## config.mk

```make
export PLATFORM = sky130hd
export DESIGN_NAME = wavetable_voice_mixer
export DESIGN_NICKNAME = d
export VERILOG_FILES = /design/src/rtl/wvm_pkg.sv /design/src/rtl/wvm_sound_regs.sv /design/src/rtl/wvm_wave_mem.sv /design/src/rtl/wvm_scaler.sv /design/src/rtl/wavetable_voice_mixer.sv
export SDC_FILE = /design/constraint.sdc
export NUM_CORES = 2
export LEC_CHECK = 0
export BUFFER_PORTS_ARGS = -buffer_cell sky130_fd_sc_hd__buf_2
export CAP_MARGIN = 25
export CORE_MARGIN = 8
export CORE_UTILIZATION = 37
export DETAILED_ROUTE_END_ITERATION = 8
export GPL_ROUTABILITY_DRIVEN = 0
export HOLD_SLACK_MARGIN = 0.08
export PLACE_DENSITY = 0.54
export SLEW_MARGIN = 25
export SYNTH_ARGS = -nofsm -noshare
export SYNTH_HDL_FRONTEND = slang
export SYNTH_SLANG_ARGS = --single-unit
```

## constraint.sdc

```tcl
create_clock -name clk -period 10.85 [get_ports clk]
set_clock_uncertainty 0.2 [all_clocks]
set_input_delay 2.17 -clock clk [delete_from_list [all_inputs] [get_ports clk]]
set_output_delay 2.17 -clock clk [all_outputs]
set_load 0.05 [all_outputs]
```

## src/rtl/wvm_pkg.sv

```systemverilog
// wvm_pkg: codes, widths and interface types shared by the wavetable voice mixer
// no dependencies; referenced by scoped name from every rtl file
package wvm_pkg;

    localparam logic [1:0] FUNC_TICK    = 2'd0;
    localparam logic [1:0] FUNC_REG_WR  = 2'd1;
    localparam logic [1:0] FUNC_ENABLE  = 2'd2;
    localparam logic [1:0] FUNC_WAVE_LD = 2'd3;

    localparam logic [1:0] CFG_MAP_MODE    = 2'd0;
    localparam logic [1:0] CFG_VOICE_COUNT = 2'd1;
    localparam logic [1:0] CFG_MIX_GAIN    = 2'd2;

    localparam logic MAP_NIBBLE = 1'b0;

    localparam logic       RST_MAP_MODE    = 1'b0;
    localparam logic [3:0] RST_VOICE_COUNT = 4'd3;
    localparam logic [7:0] RST_MIX_GAIN    = 8'd32;

    localparam int WAVE_W     = 4;
    localparam int PHASE_W    = 20;
    localparam int SUM_W      = 16;
    localparam int PROD_W     = 12;
    localparam int VCNT_W     = 4;
    localparam int REG_ADDR_W = 7;

    typedef struct packed {
        logic       en;
        logic [7:0] addr;
        logic [7:0] data;
    } mem_wr_t;

    typedef struct packed {
        logic                     start;
        logic signed [SUM_W-1:0]  sum;
        logic [VCNT_W-1:0]        voices;
        logic [7:0]               gain;
    } scl_req_t;

    typedef struct packed {
        logic              done;
        logic signed [7:0] sample;
    } scl_rsp_t;

endpackage

```

## src/rtl/wvm_sound_regs.sv

```systemverilog
// wvm_sound_regs: sound register memory, one write port and two registered read ports
// entries read as zero until written or when beyond the register count; uses wvm_pkg
module wvm_sound_regs #(
    parameter int REG_COUNT = 64
) (
    input  logic                              clk,
    input  logic                              rst_n,
    input  wvm_pkg::mem_wr_t                  wr,
    input  logic [wvm_pkg::REG_ADDR_W-1:0]    raddr_a,
    input  logic [wvm_pkg::REG_ADDR_W-1:0]    raddr_b,
    output logic [7:0]                        rdata_a,
    output logic [7:0]                        rdata_b
);

    localparam int RAW = $clog2(REG_COUNT);

    logic [7:0]           mem [REG_COUNT];
    logic [REG_COUNT-1:0] valid_reg;
    logic [7:0]           data_a_reg;
    logic [7:0]           data_b_reg;
    logic                 ok_a_reg;
    logic                 ok_b_reg;
    logic                 wr_hit;
    logic                 a_in;
    logic                 b_in;

    assign wr_hit = wr.en && ({1'b0, wr.addr} < 9'(REG_COUNT));
    assign a_in   = {1'b0, raddr_a} < 8'(REG_COUNT);
    assign b_in   = {1'b0, raddr_b} < 8'(REG_COUNT);

    always_ff @(posedge clk)
    begin
        if (wr_hit)
        begin
            mem[wr.addr[RAW-1:0]] <= wr.data;
        end
        data_a_reg <= mem[raddr_a[RAW-1:0]];
        data_b_reg <= mem[raddr_b[RAW-1:0]];
    end

    always_ff @(posedge clk or negedge rst_n)
    begin
        if (!rst_n)
        begin
            valid_reg <= '0;
            ok_a_reg  <= 1'b0;
            ok_b_reg  <= 1'b0;
        end
        else
        begin
            if (wr_hit)
            begin
                valid_reg[wr.addr[RAW-1:0]] <= 1'b1;
            end
            ok_a_reg <= a_in && valid_reg[raddr_a[RAW-1:0]];
            ok_b_reg <= b_in && valid_reg[raddr_b[RAW-1:0]];
        end
    end

    assign rdata_a = ok_a_reg ? data_a_reg : 8'h00;
    assign rdata_b = ok_b_reg ? data_b_reg : 8'h00;

endmodule

```

## src/rtl/wvm_wave_mem.sv

```systemverilog
// wvm_wave_mem: 4-bit wave sample memory, one write port and one registered read port
// entries read as zero until loaded; uses wvm_pkg
module wvm_wave_mem #(
    parameter int WAVE_ENTRIES = 256
) (
    input  logic                                clk,
    input  logic                                rst_n,
    input  wvm_pkg::mem_wr_t                    wr,
    input  logic [$clog2(WAVE_ENTRIES)-1:0]     raddr,
    output logic [wvm_pkg::WAVE_W-1:0]          rdata
);

    localparam int WAW = $clog2(WAVE_ENTRIES);

    logic [wvm_pkg::WAVE_W-1:0] mem [WAVE_ENTRIES];
    logic [WAVE_ENTRIES-1:0]    valid_reg;
    logic [wvm_pkg::WAVE_W-1:0] data_reg;
    logic                       ok_reg;
    logic                       wr_hit;

    assign wr_hit = wr.en && ({1'b0, wr.addr} < 9'(WAVE_ENTRIES));

    always_ff @(posedge clk)
    begin
        if (wr_hit)
        begin
            mem[wr.addr[WAW-1:0]] <= wr.data[wvm_pkg::WAVE_W-1:0];
        end
        data_reg <= mem[raddr];
    end

    always_ff @(posedge clk or negedge rst_n)
    begin
        if (!rst_n)
        begin
            valid_reg <= '0;
            ok_reg    <= 1'b0;
        end
        else
        begin
            if (wr_hit)
            begin
                valid_reg[wr.addr[WAW-1:0]] <= 1'b1;
            end
            ok_reg <= valid_reg[raddr];
        end
    end

    assign rdata = ok_reg ? data_reg : '0;

endmodule

```

## src/rtl/wvm_scaler.sv

```systemverilog
// wvm_scaler: saturates the voice sum, applies the gain and divides by voices*16
// bit-serial restoring divider, seven quotient bits; uses wvm_pkg
module wvm_scaler (
    input  logic              clk,
    input  logic              rst_n,
    input  wvm_pkg::scl_req_t req,
    output wvm_pkg::scl_rsp_t rsp
);

    localparam logic [2:0] S_IDLE  = 3'd0;
    localparam logic [2:0] S_PROD  = 3'd1;
    localparam logic [2:0] S_CHECK = 3'd2;
    localparam logic [2:0] S_DIV   = 3'd3;
    localparam logic [2:0] S_DONE  = 3'd4;

    localparam logic [6:0] SAT_MAX  = 7'd127;
    localparam logic [2:0] DIV_LAST = 3'd6;

    logic [2:0]  state_reg;
    logic [2:0]  state_next;
    logic [2:0]  cnt_reg;
    logic        neg_reg;
    logic [9:0]  magc_reg;
    logic [3:0]  voices_reg;
    logic [7:0]  gain_reg;
    logic [17:0] prod_reg;
    logic [2:0]  rem_reg;
    logic [6:0]  dvd_reg;
    logic [6:0]  quo_reg;

    logic [15:0] mag;
    logic [10:0] limit;
    logic [9:0]  magc_in;
    logic [13:0] x_val;
    logic        over;
    logic [3:0]  trial;
    logic        fits;

    always_comb
    begin
        mag     = req.sum[wvm_pkg::SUM_W-1] ? 16'(-req.sum) : 16'(req.sum);
        limit   = {req.voices, 7'b0};
        magc_in = (mag >= 16'(limit)) ? 10'(limit - 11'd1) : mag[9:0];
        x_val   = prod_reg[17:4];
        over    = x_val >= 14'({voices_reg, 7'b0});
        trial   = {rem_reg, dvd_reg[6]};
        fits    = trial >= voices_reg;
    end

    always_comb
    begin
        state_next = state_reg;
        unique case (state_reg)
            S_IDLE:  if (req.start) state_next = S_PROD;
            S_PROD:  state_next = S_CHECK;
            S_CHECK: state_next = over ? S_DONE : S_DIV;
            S_DIV:   if (cnt_reg == DIV_LAST) state_next = S_DONE;
            S_DONE:  state_next = S_IDLE;
            default: state_next = S_IDLE;
        endcase
    end

    always_ff @(posedge clk or negedge rst_n)
    begin
        if (!rst_n)
        begin
            state_reg <= S_IDLE;
            cnt_reg   <= '0;
        end
        else
        begin
            state_reg <= state_next;
            if (state_reg == S_CHECK)
            begin
                cnt_reg <= '0;
            end
            else if (state_reg == S_DIV)
            begin
                cnt_reg <= cnt_reg + 3'd1;
            end
        end
    end

    always_ff @(posedge clk)
    begin
        unique case (state_reg)
            S_IDLE:
            begin
                if (req.start)
                begin
                    neg_reg    <= req.sum[wvm_pkg::SUM_W-1];
                    magc_reg   <= magc_in;
                    voices_reg <= req.voices;
                    gain_reg   <= req.gain;
                end
            end
            S_PROD:
            begin
                prod_reg <= magc_reg * gain_reg;
            end
            S_CHECK:
            begin
                if (over)
                begin
                    quo_reg <= SAT_MAX;
                end
                else
                begin
                    rem_reg <= x_val[9:7];
                    dvd_reg <= x_val[6:0];
                    quo_reg <= '0;
                end
            end
            S_DIV:
            begin
                rem_reg <= fits ? 3'(trial - voices_reg) : trial[2:0];
                dvd_reg <= {dvd_reg[5:0], 1'b0};
                quo_reg <= {quo_reg[5:0], fits};
            end
            default:
            begin
            end
        endcase
    end

    assign rsp.done   = state_reg == S_DONE;
    assign rsp.sample = neg_reg ? 8'(-{1'b0, quo_reg}) : {1'b0, quo_reg};

    assert property (@(posedge clk) disable iff (!rst_n)
        req.start |-> state_reg == S_IDLE)
        else $error("scaler started while busy");

    assert property (@(posedge clk) disable iff (!rst_n)
        state_reg == S_DIV |-> ({1'b0, rem_reg} < voices_reg))
        else $error("divider remainder not below divisor");

endmodule

```

## src/rtl/wavetable_voice_mixer.sv

```systemverilog
// wavetable_voice_mixer: multi-voice wavetable sound generator, top level
// uses wvm_pkg, wvm_sound_regs, wvm_wave_mem, wvm_scaler
//
// channel   signals                                    direction
// config    psel penable pwrite paddr pwdata prdata    apb slave, 3 registers
// in        in_valid in_stall func addr value          word in
// out       out_valid out_stall sample                 word out
//
// register, enable and wave load words are taken while in_stall stays low
// a tick reads four pairs per active voice on the sound register memory in the nibble map and
//   two in the byte map, then runs a seven-step serial divide that is skipped when the scaled
//   value saturates; a disabled tick goes straight to the output register with a zero sample
// one word in flight; in_stall stays high until its result sits in the output register
// a held output word does not stop the next word from being taken
// reset restores the configuration defaults and clears phases and the valid bits of both memories
module wavetable_voice_mixer #(
    parameter int MAX_VOICE_COUNT = 8,
    parameter int WAVE_ENTRIES    = 256,
    parameter int REG_COUNT       = 64
) (
    input  logic              clk,
    input  logic              rst_n,
    input  logic              psel,
    input  logic              penable,
    input  logic              pwrite,
    input  logic [3:0]        paddr,
    input  logic [31:0]       pwdata,
    output logic [31:0]       prdata,
    output logic              pready,
    input  logic              in_valid,
    output logic              in_stall,
    input  logic [1:0]        func,
    input  logic [7:0]        addr,
    input  logic [7:0]        value,
    output logic              out_valid,
    input  logic              out_stall,
    output logic signed [7:0] sample
);

    localparam int VW  = (MAX_VOICE_COUNT > 1) ? $clog2(MAX_VOICE_COUNT) : 1;
    localparam int WAW = $clog2(WAVE_ENTRIES);
    localparam int PW  = wvm_pkg::PHASE_W;
    localparam int AW  = wvm_pkg::REG_ADDR_W;

    localparam logic [10:0] WMOD1 = 11'(WAVE_ENTRIES);
    localparam logic [10:0] WMOD2 = 11'(2 * WAVE_ENTRIES);
    localparam logic [10:0] WMOD4 = 11'(4 * WAVE_ENTRIES);
    localparam logic [3:0]  MAX_VC = 4'(MAX_VOICE_COUNT);

    localparam logic [AW-1:0] NIB_LOW_REG  = 7'h10;
    localparam logic [AW-1:0] NIB_SEL_BASE = 7'h05;
    localparam logic [AW-1:0] BYTE_BASE    = 7'h03;

    localparam logic [2:0] ST_IDLE  = 3'd0;
    localparam logic [2:0] ST_RUN   = 3'd1;
    localparam logic [2:0] ST_SCALE = 3'd2;
    localparam logic [2:0] ST_WAIT  = 3'd3;
    localparam logic [2:0] ST_PUT   = 3'd4;

    // configuration and enable
    logic       map_mode_reg;
    logic [3:0] voice_count_reg;
    logic [7:0] mix_gain_reg;
    logic       enabled_reg;
    logic       cfg_wr;
    logic [3:0] active_vc;

    // control
    logic [2:0] state_reg;
    logic [2:0] state_next;
    logic       accept;
    logic       tick_go;
    logic       put_ok;

    // read issue
    logic          issue_active_reg;
    logic [VW-1:0] issue_voice_reg;
    logic [1:0]    issue_step_reg;
    logic [1:0]    last_step;
    logic          issue_end;
    logic          issue_final;
    logic [AW-1:0] raddr_a;
    logic [AW-1:0] raddr_b;
    logic [7:0]    rdata_a;
    logic [7:0]    rdata_b;

    // collect
    logic          rd_valid_reg;
    logic          rd_end_reg;
    logic          rd_last_reg;
    logic [1:0]    rd_step_reg;
    logic [VW-1:0] rd_voice_reg;
    logic [7:0]    slot_reg [8];
    logic [7:0]    cur [8];
    logic [PW-1:0] dfreq;
    logic [7:0]    dvol;
    logic [2:0]    dsel;

    // decoded voice
    logic          dec_valid_reg;
    logic          dec_last_reg;
    logic [VW-1:0] dec_voice_reg;
    logic [PW-1:0] dec_freq_reg;
    logic [7:0]    dec_vol_reg;
    logic [2:0]    dec_sel_reg;
    logic [PW-1:0] phase_reg [MAX_VOICE_COUNT];
    logic [PW-1:0] phase_sum;
    logic          dec_active;
    logic [10:0]   widx_0;
    logic [10:0]   widx_1;
    logic [10:0]   widx_2;
    logic [10:0]   widx_3;
    logic [wvm_pkg::WAVE_W-1:0] wave_data;

    // wave lookup and multiply
    logic                               ex_valid_reg;
    logic                               ex_last_reg;
    logic                               ex_active_reg;
    logic [7:0]                         ex_vol_reg;
    logic signed [4:0]                  sx;
    logic signed [8:0]                  vx;
    logic signed [13:0]                 prod_full;
    logic                               mul_valid_reg;
    logic                               mul_last_reg;
    logic signed [wvm_pkg::PROD_W-1:0]  mul_prod_reg;
    logic signed [wvm_pkg::SUM_W-1:0]   acc_reg;

    // result
    logic signed [7:0] result_reg;
    logic              out_valid_reg;
    logic signed [7:0] sample_reg;

    wvm_pkg::mem_wr_t  reg_wr;
    wvm_pkg::mem_wr_t  wave_wr;
    wvm_pkg::scl_req_t scl_req;
    wvm_pkg::scl_rsp_t scl_rsp;

    function automatic logic [AW-1:0] slot_addr(input logic mode, input logic [2:0] slot,
                                                 input logic [VW-1:0] v);
        logic [AW-1:0] nb;
        logic [AW-1:0] bb;
        logic [AW-1:0] res;
        nb = AW'({v, 2'b00}) + AW'(v);
        bb = AW'({v, 3'b000});
        if (mode == wvm_pkg::MAP_NIBBLE)
        begin
            if (slot == 3'd0)
                res = NIB_LOW_REG;
            else if (slot == 3'd6 || slot == 3'd7)
                res = NIB_SEL_BASE + nb;
            else
                res = NIB_LOW_REG + AW'(slot) + nb;
        end
        else
        begin
            res = BYTE_BASE + AW'(slot[1:0]) + bb;
        end
        return res;
    endfunction

    // configuration port
    assign pready = 1'b1;
    assign cfg_wr = psel && penable && pwrite;

    always_comb
    begin
        unique case (paddr[3:2])
            wvm_pkg::CFG_MAP_MODE:    prdata = {31'b0, map_mode_reg};
            wvm_pkg::CFG_VOICE_COUNT: prdata = {28'b0, voice_count_reg};
            wvm_pkg::CFG_MIX_GAIN:    prdata = {24'b0, mix_gain_reg};
            default:                  prdata = '0;
        endcase
    end

    always_comb
    begin
        if (voice_count_reg == 4'd0)
            active_vc = 4'd1;
        else if (voice_count_reg > MAX_VC)
            active_vc = MAX_VC;
        else
            active_vc = voice_count_reg;
    end

    // input side
    assign in_stall = state_reg != ST_IDLE;
    assign accept   = in_valid && !in_stall;
    assign tick_go  = accept && (func == wvm_pkg::FUNC_TICK) && enabled_reg;
    assign put_ok   = !out_valid_reg || !out_stall;

    always_comb
    begin
        reg_wr.en    = accept && (func == wvm_pkg::FUNC_REG_WR);
        reg_wr.addr  = addr;
        reg_wr.data  = (map_mode_reg == wvm_pkg::MAP_NIBBLE) ? {4'h0, value[3:0]} : value;
        wave_wr.en   = accept && (func == wvm_pkg::FUNC_WAVE_LD);
        wave_wr.addr = addr;
        wave_wr.data = value;
    end

    always_ff @(posedge clk or negedge rst_n)
    begin
        if (!rst_n)
        begin
            map_mode_reg    <= wvm_pkg::RST_MAP_MODE;
            voice_count_reg <= wvm_pkg::RST_VOICE_COUNT;
            mix_gain_reg    <= wvm_pkg::RST_MIX_GAIN;
            enabled_reg     <= 1'b1;
        end
        else
        begin
            if (cfg_wr)
            begin
                unique case (paddr[3:2])
                    wvm_pkg::CFG_MAP_MODE:    map_mode_reg    <= pwdata[0];
                    wvm_pkg::CFG_VOICE_COUNT: voice_count_reg <= pwdata[3:0];
                    wvm_pkg::CFG_MIX_GAIN:    mix_gain_reg    <= pwdata[7:0];
                    default:
                    begin
                    end
                endcase
            end
            if (accept && func == wvm_pkg::FUNC_ENABLE)
            begin
                enabled_reg <= ((map_mode_reg == wvm_pkg::MAP_NIBBLE) ? value : addr) != 8'h00;
            end
        end
    end

    // sequencer
    always_comb
    begin
        state_next = state_reg;
        unique case (state_reg)
            ST_IDLE:
                if (accept && func == wvm_pkg::FUNC_TICK)
                    state_next = enabled_reg ? ST_RUN : ST_PUT;
            ST_RUN:   if (mul_valid_reg && mul_last_reg) state_next = ST_SCALE;
            ST_SCALE: state_next = ST_WAIT;
            ST_WAIT:  if (scl_rsp.done) state_next = ST_PUT;
            ST_PUT:   if (put_ok) state_next = ST_IDLE;
            default:  state_next = ST_IDLE;
        endcase
    end

    // read issue: two sound register slots per cycle
    assign last_step   = (map_mode_reg == wvm_pkg::MAP_NIBBLE) ? 2'd3 : 2'd1;
    assign issue_end   = issue_step_reg == last_step;
    assign issue_final = issue_end && (4'(issue_voice_reg) == active_vc - 4'd1);
    assign raddr_a     = slot_addr(map_mode_reg, {issue_step_reg, 1'b0}, issue_voice_reg);
    assign raddr_b     = slot_addr(map_mode_reg, {issue_step_reg, 1'b1}, issue_voice_reg);

    wvm_sound_regs #(
        .REG_COUNT (REG_COUNT)
    ) u_sound_regs (
        .clk     (clk),
        .rst_n   (rst_n),
        .wr      (reg_wr),
        .raddr_a (raddr_a),
        .raddr_b (raddr_b),
        .rdata_a (rdata_a),
        .rdata_b (rdata_b)
    );

    // collect slots and decode one voice
    always_comb
    begin
        for (int i = 0; i < 8; i++)
        begin
            cur[i] = slot_reg[i];
        end
        cur[{rd_step_reg, 1'b0}] = rdata_a;
        cur[{rd_step_reg, 1'b1}] = rdata_b;

        if (map_mode_reg == wvm_pkg::MAP_NIBBLE)
        begin
            dfreq = {cur[4][3:0], cur[3][3:0], cur[2][3:0], cur[1][3:0],
                     (rd_voice_reg == '0) ? cur[0][3:0] : 4'h0};
            dvol  = {4'h0, cur[5][3:0]};
            dsel  = cur[6][2:0];
        end
        else
        begin
            dfreq = {cur[3][3:0], cur[2], cur[1]};
            dvol  = cur[0];
            dsel  = cur[3][6:4];
        end
    end

    // phase update and wave address, modulo the table size
    always_comb
    begin
        phase_sum  = phase_reg[dec_voice_reg] + dec_freq_reg;
        dec_active = (dec_freq_reg != '0) && (dec_vol_reg != 8'h00);
        widx_0     = {3'b000, dec_sel_reg, phase_sum[PW-1:PW-5]};
        widx_1     = (widx_0 >= WMOD4) ? widx_0 - WMOD4 : widx_0;
        widx_2     = (widx_1 >= WMOD2) ? widx_1 - WMOD2 : widx_1;
        widx_3     = (widx_2 >= WMOD1) ? widx_2 - WMOD1 : widx_2;
    end

    wvm_wave_mem #(
        .WAVE_ENTRIES (WAVE_ENTRIES)
    ) u_wave_mem (
        .clk   (clk),
        .rst_n (rst_n),
        .wr    (wave_wr),
        .raddr (widx_3[WAW-1:0]),
        .rdata (wave_data)
    );

    assign sx        = $signed({1'b0, wave_data}) - 5'sd8;
    assign vx        = $signed({1'b0, ex_vol_reg});
    assign prod_full = sx * vx;

    // control registers
    always_ff @(posedge clk or negedge rst_n)
    begin
        if (!rst_n)
        begin
            state_reg        <= ST_IDLE;
            issue_active_reg <= 1'b0;
            issue_voice_reg  <= '0;
            issue_step_reg   <= '0;
            rd_valid_reg     <= 1'b0;
            rd_end_reg       <= 1'b0;
            rd_last_reg      <= 1'b0;
            dec_valid_reg    <= 1'b0;
            dec_last_reg     <= 1'b0;
            ex_valid_reg     <= 1'b0;
            ex_last_reg      <= 1'b0;
            mul_valid_reg    <= 1'b0;
            mul_last_reg     <= 1'b0;
            out_valid_reg    <= 1'b0;
            for (int i = 0; i < MAX_VOICE_COUNT; i++)
            begin
                phase_reg[i] <= '0;
            end
        end
        else
        begin
            state_reg <= state_next;

            if (tick_go)
            begin
                issue_active_reg <= 1'b1;
                issue_voice_reg  <= '0;
                issue_step_reg   <= '0;
            end
            else if (issue_active_reg)
            begin
                if (issue_end)
                begin
                    issue_step_reg  <= '0;
                    issue_voice_reg <= issue_voice_reg + VW'(1);
                    if (issue_final)
                    begin
                        issue_active_reg <= 1'b0;
                    end
                end
                else
                begin
                    issue_step_reg <= issue_step_reg + 2'd1;
                end
            end

            rd_valid_reg  <= issue_active_reg;
            rd_end_reg    <= issue_end;
            rd_last_reg   <= issue_final;
            dec_valid_reg <= rd_valid_reg && rd_end_reg;
            dec_last_reg  <= rd_last_reg;
            ex_valid_reg  <= dec_valid_reg;
            ex_last_reg   <= dec_last_reg;
            mul_valid_reg <= ex_valid_reg;
            mul_last_reg  <= ex_last_reg;

            if (dec_valid_reg && dec_active)
            begin
                phase_reg[dec_voice_reg] <= phase_sum;
            end

            if (state_reg == ST_PUT && put_ok)
            begin
                out_valid_reg <= 1'b1;
            end
            else if (out_valid_reg && !out_stall)
            begin
                out_valid_reg <= 1'b0;
            end
        end
    end

    // payload registers
    always_ff @(posedge clk)
    begin
        rd_step_reg  <= issue_step_reg;
        rd_voice_reg <= issue_voice_reg;
        if (rd_valid_reg)
        begin
            for (int i = 0; i < 8; i++)
            begin
                slot_reg[i] <= cur[i];
            end
        end

        dec_voice_reg <= rd_voice_reg;
        dec_freq_reg  <= dfreq;
        dec_vol_reg   <= dvol;
        dec_sel_reg   <= dsel;

        ex_active_reg <= dec_active;
        ex_vol_reg    <= dec_vol_reg;

        mul_prod_reg <= ex_active_reg ? prod_full[wvm_pkg::PROD_W-1:0] : '0;

        if (tick_go)
        begin
            acc_reg <= '0;
        end
        else if (mul_valid_reg)
        begin
            acc_reg <= acc_reg + {{(wvm_pkg::SUM_W - wvm_pkg::PROD_W){mul_prod_reg[wvm_pkg::PROD_W-1]}},
                                  mul_prod_reg};
        end

        if (accept && func == wvm_pkg::FUNC_TICK && !enabled_reg)
        begin
            result_reg <= '0;
        end
        else if (state_reg == ST_WAIT && scl_rsp.done)
        begin
            result_reg <= scl_rsp.sample;
        end

        if (state_reg == ST_PUT && put_ok)
        begin
            sample_reg <= result_reg;
        end
    end

    // gain and scale
    always_comb
    begin
        scl_req.start  = state_reg == ST_SCALE;
        scl_req.sum    = acc_reg;
        scl_req.voices = active_vc;
        scl_req.gain   = mix_gain_reg;
    end

    wvm_scaler u_scaler (
        .clk   (clk),
        .rst_n (rst_n),
        .req   (scl_req),
        .rsp   (scl_rsp)
    );

    assign out_valid = out_valid_reg;
    assign sample    = sample_reg;

    assert property (@(posedge clk) disable iff (!rst_n)
        dec_valid_reg |-> state_reg == ST_RUN)
        else $error("voice decoded outside a running tick");

    assert property (@(posedge clk) disable iff (!rst_n)
        (mul_valid_reg && mul_last_reg) |=> state_reg == ST_SCALE)
        else $error("last voice product did not start scaling");

    assert property (@(posedge clk) disable iff (!rst_n)
        (accept && func == wvm_pkg::FUNC_TICK && !enabled_reg)
        |=> (state_reg == ST_PUT && result_reg == 8'sd0))
        else $error("disabled tick did not yield zero");

    assert property (@(posedge clk) disable iff (!rst_n)
        out_valid_reg |-> sample_reg != 8'sh80)
        else $error("output word beyond clamp range");

endmodule

```

# Yosys cells after proc, flatten, opt, wreduce, memory -nomap -nowiden
# Memories as Yosys holds them, arrays and structs flattened. A register that Yosys moved wholly into a read port is not among the register bits.
# Index checks and enable logic that the tools add are counted.
[word_totals]
in_bits = 61
elab_cells = 262
mem_bits_rw = 1600
regBits = 672
rom_bits = 0
out_inout_bits = 43
memories = 3
latchBits = 0
[op_classes]
magnitude_cmp = 20
bitwise_logic = 5
shifts = 0
div_mod_pow = 0
n_addsub = 21
n_mul = 2
n_reduce_logical = 53
n_mux = 80
n_eq_ne = 24
[memory_table]
columns = ["name", "words", "word_bits", "rd", "rd_ports_with_merged_regs", "write_ports", "line_no", "rtl"]
rows = [
  ["u_wave_mem.mem", 256, 4, 1, 1, 1, "wvm_wave_mem.sv:15", "logic [wvm_pkg::WAVE_W-1:0] mem [WAVE_ENTRIES];"],
  ["u_sound_regs.mem", 64, 8, 2, 2, 1, "wvm_sound_regs.sv:17", "logic [7:0] mem [REG_COUNT];"],
  ["slot_reg", 8, 8, 8, 0, 8, "wavetable_voice_mixer.sv:93", "logic [7:0] slot_reg [8];"],
]
[op_table]
columns = ["op", "n"]
rows = [
  ["OR 256 bit", 1],
  ["bitwise mux 160 bit", 1],
  ["bitwise mux 64 bit", 2],
  ["two-way mux 20 bit", 4],
  ["OR 64 bit", 1],
  ["binary-select mux 20 bit (select 3 bit)", 1],
  ["demux 20 bit (select 3 bit)", 1],
  ["two-way mux 8 bit", 7],
  ["two-way mux 7 bit", 7],
  ["demux 8 bit (select 3 bit)", 2],
  ["two-way mux 3 bit", 16],
  ["one-hot mux 7 bit (2 select lines)", 2],
  ["logical AND 1 bit", 25],
  ["one-hot mux 8 bit (3 select lines)", 1],
  ["< comparator 6 x 7 -> 1 bit, second input constant", 3],
  ["adder 20 bit", 1],
  ["two-way mux 4 bit", 5],
  ["nonzero test 20 bit", 1],
  ["< comparator 8 x 9 -> 1 bit, second input constant", 2],
  ["multiplier 10 x 8 -> 18 bit", 1],
  ["two-way mux 1 bit", 17],
  ["adder 16 bit", 1],
  [">= comparator 16 x 11 -> 1 bit", 1],
  ["two-way mux 16 bit", 1],
  ["other kinds (54)", 101],
]

# Logic depth before layout (Yosys ltp)
[depth]
ltp_word = 10
ltp_mapped = 26

# By module
# Synthesis repeated with hierarchy kept, for this count alone.
[hier_totals]
hier_cells = 6438
area_unflattened_um2 = 100421.3
[by_module_without_submodules]
columns = ["mod", "seq_area_each_um2", "n_inst", "cells_each", "area_per_inst_um2"]
rows = [
  ["wvm_wave_mem", 37260.7, 1, 2798, 50871.3],
  ["wvm_sound_regs", 17346.6, 1, 1482, 27664.0],
  ["wavetable_voice_mixer", 8017.7, 1, 1618, 16244.3],
  ["wvm_scaler", 1771.7, 1, 540, 5641.7],
]

# Least setup slack after synthesis
# Ideal clock, no wire load.
[synth_timing]
path_type = "in2out"
start = "in paddr[2]"
end = "out prdata[0]"
required_time_ps = 8480
arrival_time_ps = 3372
cell_stages = 2
slack_ps = 5108
cell_sequence = "mux2i_1 o21ai_0"
[synth_between]
elab_chain_len = 2
word_cells_on_any_way = 4
[synth_lines]
columns = ["item", "line_no", "rtl"]
rows = [
  ["start, declared", "wavetable_voice_mixer.sv:26", "input logic [3:0] paddr,"],
  ["== test 2 bit (tied with other cells)", "wavetable_voice_mixer.sv:167", "unique case (paddr[3:2])"],
  ["one-hot mux 8 bit (3 select lines) *", "wavetable_voice_mixer.sv:167", ""],
  ["end, declared", "wavetable_voice_mixer.sv:28", "output logic [31:0] prdata,"],
]
# Every way passes the cells marked *; elsewhere a longest branch is shown, timed or not.

# Worst setup path in the final report
[layout_timing]
start = "reg dec_voice_reg[1]"
end = "reg u_wave_mem.data_reg[3] (netlist name), read port of u_wave_mem.mem"
[layout_between]
elab_chain_len = 5
[layout_lines]
columns = ["item", "line_no", "rtl"]
rows = [
  ["start, declared", "wavetable_voice_mixer.sv:102", "logic [VW-1:0] dec_voice_reg;"],
  ["start signal, assigned", "wavetable_voice_mixer.sv:405", "dec_voice_reg <= rd_voice_reg;"],
  ["NOT 3 -> 4 bit (implied by the code)", "wavetable_voice_mixer.sv:293", "phase_sum = phase_reg[dec_voice_reg] + dec_freq_reg;"],
  ["binary-select mux 20 bit (select 3 bit)", "wavetable_voice_mixer.sv:293", ""],
  ["two-way mux 20 bit (implied by the code) (2 in a row)", "wavetable_voice_mixer.sv:293", ""],
  ["adder 20 bit", "wavetable_voice_mixer.sv:293", ""],
  ["end, declared", "wvm_wave_mem.sv:17", "logic [wvm_pkg::WAVE_W-1:0] data_reg;"],
]
# Every way passes these cells. The select of a mux whose other input is x is not followed.
# A chain may end at the register's enable or synchronous reset.

==> results.sh <==
export IMPL_vias=65560
export IMPL_dieArea_mm2=0.2921
export IMPL_final_cell_mix="edfxtp_1 (1640), nand2_1 (1539), nand3_1 (582), dfrtp_1 (516), nor2_1 (418)"
export IMPL_via_per_inst=5.578
export IMPL_cts_repair_resize_count=0
export IMPL_crit_path_top_delay_cell="a221oi_1"
export IMPL_grt_use_total_pct=19.70
export IMPL_hp_start="rd_last_reg$_DFF_PN0_"
export IMPL_synthMuxAreaShare_pct=9.881
export IMPL_finalNetCount=8202
export IMPL_drv_slew=0
export IMPL_area_growth_syn_to_layout_pct=12.00
export IMPL_period_needed_ns=7.321
export IMPL_critPathRequiredTime_ns=11.43
export IMPL_yosysSeqAreaShare_pct=63.28
export IMPL_place_hpwl_um=181800
export IMPL_drv_cap=0
export IMPL_drc=0
export IMPL_dr_pass1_iters=6
export IMPL_grt_max_degree=186
export IMPL_synth_ff_type="edfxtp_1"
export IMPL_synth_edff_count=1640
export IMPL_netlist_area_mm2=0.1018
export IMPL_rsz0062_at_grt="false"
export IMPL_syn_area_per_cell_um2=12.75
export IMPL_syn_inst=7979
export IMPL_max_freq_mhz=136.6
export IMPL_drive_above_1_share_pct=16.92
export IMPL_htreeDepth=4
export IMPL_hold_path_class="reg2reg"
export IMPL_hold_viol=0
export IMPL_clk_pin_slew_ns=0.06
export IMPL_finalSetupViolCount=0
export IMPL_synth_top_family_by_area="simple AND/OR/NAND/NOR gates"
export IMPL_drt_iter0_drc=6882
export IMPL_numCtsBuffers=235
export IMPL_io_buffers=52
export IMPL_start_util_pct=37.19
export IMPL_cts_setup_buffers=0
export IMPL_cp_common_cell="buf_4"
export IMPL_wirelength_um=297800
export IMPL_grt_pass1_wl_um=439800
export IMPL_final_area_mm2=0.1140
export IMPL_dieWidth_um=540.4
export IMPL_clk_path_buf_depth=4
export IMPL_largest_register_ff_count=1024
export IMPL_cts_root_buf="clkbuf_16"
export IMPL_cts_sinks=2266
export IMPL_wl_per_cell_um=25.34
export IMPL_cp_max_fo=20
export IMPL_cp_end_kind="register"
export IMPL_postPlaceCellArea_mm2=0.1061
export IMPL_async_reset_ff_share_pct=23.04
export IMPL_status="completed"
export IMPL_ios=104
export IMPL_mostFrequentLayoutCell="edfxtp_1"
export IMPL_std_cell_rows=192
export IMPL_finalCritPeriodShare_pct=67.47
export IMPL_overflow=0
export IMPL_crit_type="reg2reg"
export IMPL_crit_chain="inv_1 -> and3_1 -> buf_4 -> a22oi_1 -> nand4_1 -> ha_1 -> fa_1 -> a211oi_2 -> o211ai_1 -> and3b_1 -> o21a_1 -> o31a_1 -> nor2_4 -> buf_4 -> nor2_4 -> buf_4 -> a221oi_1 -> o31ai_1 -> nand4_1 -> o22ai_1 -> or4_1"
export IMPL_setup_tns_ns=0
export IMPL_grt_pass1_vias=65284
export IMPL_clk_latency_ns=0.90
export IMPL_ant_nets=0
export IMPL_core_mm2=0.2736
export IMPL_cp_arrival_ns=7.90
export IMPL_cts_tree="yes"
export IMPL_antenna_found_initial=15
export IMPL_synthXorXnorAreaFrac_pct=0.6701
export IMPL_r2r_start="dec_voice_reg[1]$_DFF_P_"
export IMPL_synth_seq_cells=2266
export IMPL_synthAdderAreaFrac_pct=2.843
export IMPL_startpoint_type="register"
export IMPL_die_h_um=540.4
export IMPL_synth_simple_gate_area_share_pct=14.73
export IMPL_max_stage_delay_ns=0.59
export IMPL_synth_compound_area_share_pct=5.698
export IMPL_synth_distinct_cells=88
export IMPL_ys_warn_count=0
export IMPL_cts_hold_buf=0
export IMPL_cp_startpoint="dec_voice_reg[1]$_DFF_P_"
export IMPL_worstMarginPinSlew_ns=1.225
export IMPL_maxSlewHeadroom_pct=18.05
==> path summary, 6_finish.rpt <==
| kind | slack, ns | depth (start not counted) | endpoint |
|---|---|---|---|
| worst max-delay path | 3.53 | 21 | u_wave_mem.data_reg[3]$_DFF_P_ |
| worst min-delay path | 0.15 | 0 | dec_last_reg$_DFF_PN0_ |
| worst max register to register | 3.53 | 21 | u_wave_mem.data_reg[3]$_DFF_P_ |
| worst min register to register | 0.15 | 0 | dec_last_reg$_DFF_PN0_ |
| max in group asynchronous | 7.26 | 3 | u_wave_mem.valid_reg[240]$_DFFE_PN0P_ |
| min in group asynchronous | 1.03 | 1 | u_sound_regs.valid_reg[8]$_DFFE_PN0P_ |
==> synth_stat cells, drive strengths merged, types with 47 or more instances <==
cell type	n	area share, %
nand3	584	2.9
nor2	457	1.7
dfrtp	518	13
edfxtp	1640	48
inv	146	0.54
nand2	1543	5.7
fa	72	1.4
or2	324	2.0
o21ai	219	1.1
a31oi	59	0.36
clkbuf	204	0.75
xnor2	47	0.40
buf	296	1.6
a21oi	175	0.86
a311oi	82	0.71
a22oi	83	0.61
ha	116	1.4
and3	79	0.49
mux2i	217	2.1
dfxtp	104	2.0
a211oi	95	0.72
mux2	98	1.1
mux4	301	6.7
and2	148	0.91
==> through the flow <==
| stage | setup WS [ns] | cells | hold WS (ns) | utilization (%) |
|---|---|---|---|---|
| 2_1_floorplan | 5.108 | 8002 | 0.1227 | - |
| 3_3_place_gp | 3.636 | 11302 | 0.1371 | 38.74 |
| 3_5_place_dp | 3.609 | 11303 | 0.1386 | 38.77 |
| 4_1_cts | 3.619 | 11737 | 0.1523 | 41.62 |
| 5_1_grt | 3.243 | 11746 | 0.1632 | 41.65 |
| 6_report | 3.529 | 11753 | 0.1510 | 41.65 |
==> critical path: cells and delay by family (launching register included) <==
family	cells	cell delay [ns]
fa+ha+maj	2	0.74
flops	1	0.57
buf+inv	4	1.17
simple gates	7	2.17
compound gates	8	2.37
==> cells by family (layout without fill, tap and decap cells) <==
| group | count (synthesis) | in the layout |
|---|---|---|
| AOI/OAI and AO/OA | 877 | 877 |
| xor gates and xnor gates | 77 | 77 |
| adders and majority gates | 188 | 188 |
| buffers and inverters | 647 | 795 |
| DFF | 2266 | 2266 |
| muxes | 616 | 616 |
| other | 2 | 39 |
| and+or+nand+nor | 3306 | 3306 |
==> layer usage <==
metal / part of all wire, % / wire [um] / GRT usage (%) / vias to the layer above
met2: 46 / 136800 / 30.91 / 2565
met3: 7.2 / 21360 / 3.183 / 546
met1: 43 / 128500 / 27.68 / 33447
li1: - / - / - / 28998
met4: 3.7 / 11160 / 7.387 / 4
met5: 0.0091 / 27 / 0 / -
==> final cells by class <==
type                    instances  area [um2]
clock buffers                 327        6487
repair buffers                214        1775
well taps                    3589        4491
inverters                     147       551.8
flip-flops and latches       2266       64400
multi-input cells            5089       34930
clock inverters               107        1303
diodes                         14       35.03
fillers                     25193      159700
Power is not shown: default switching activity piles up to over one toggle a cycle in this logic, so the estimate is an artifact.
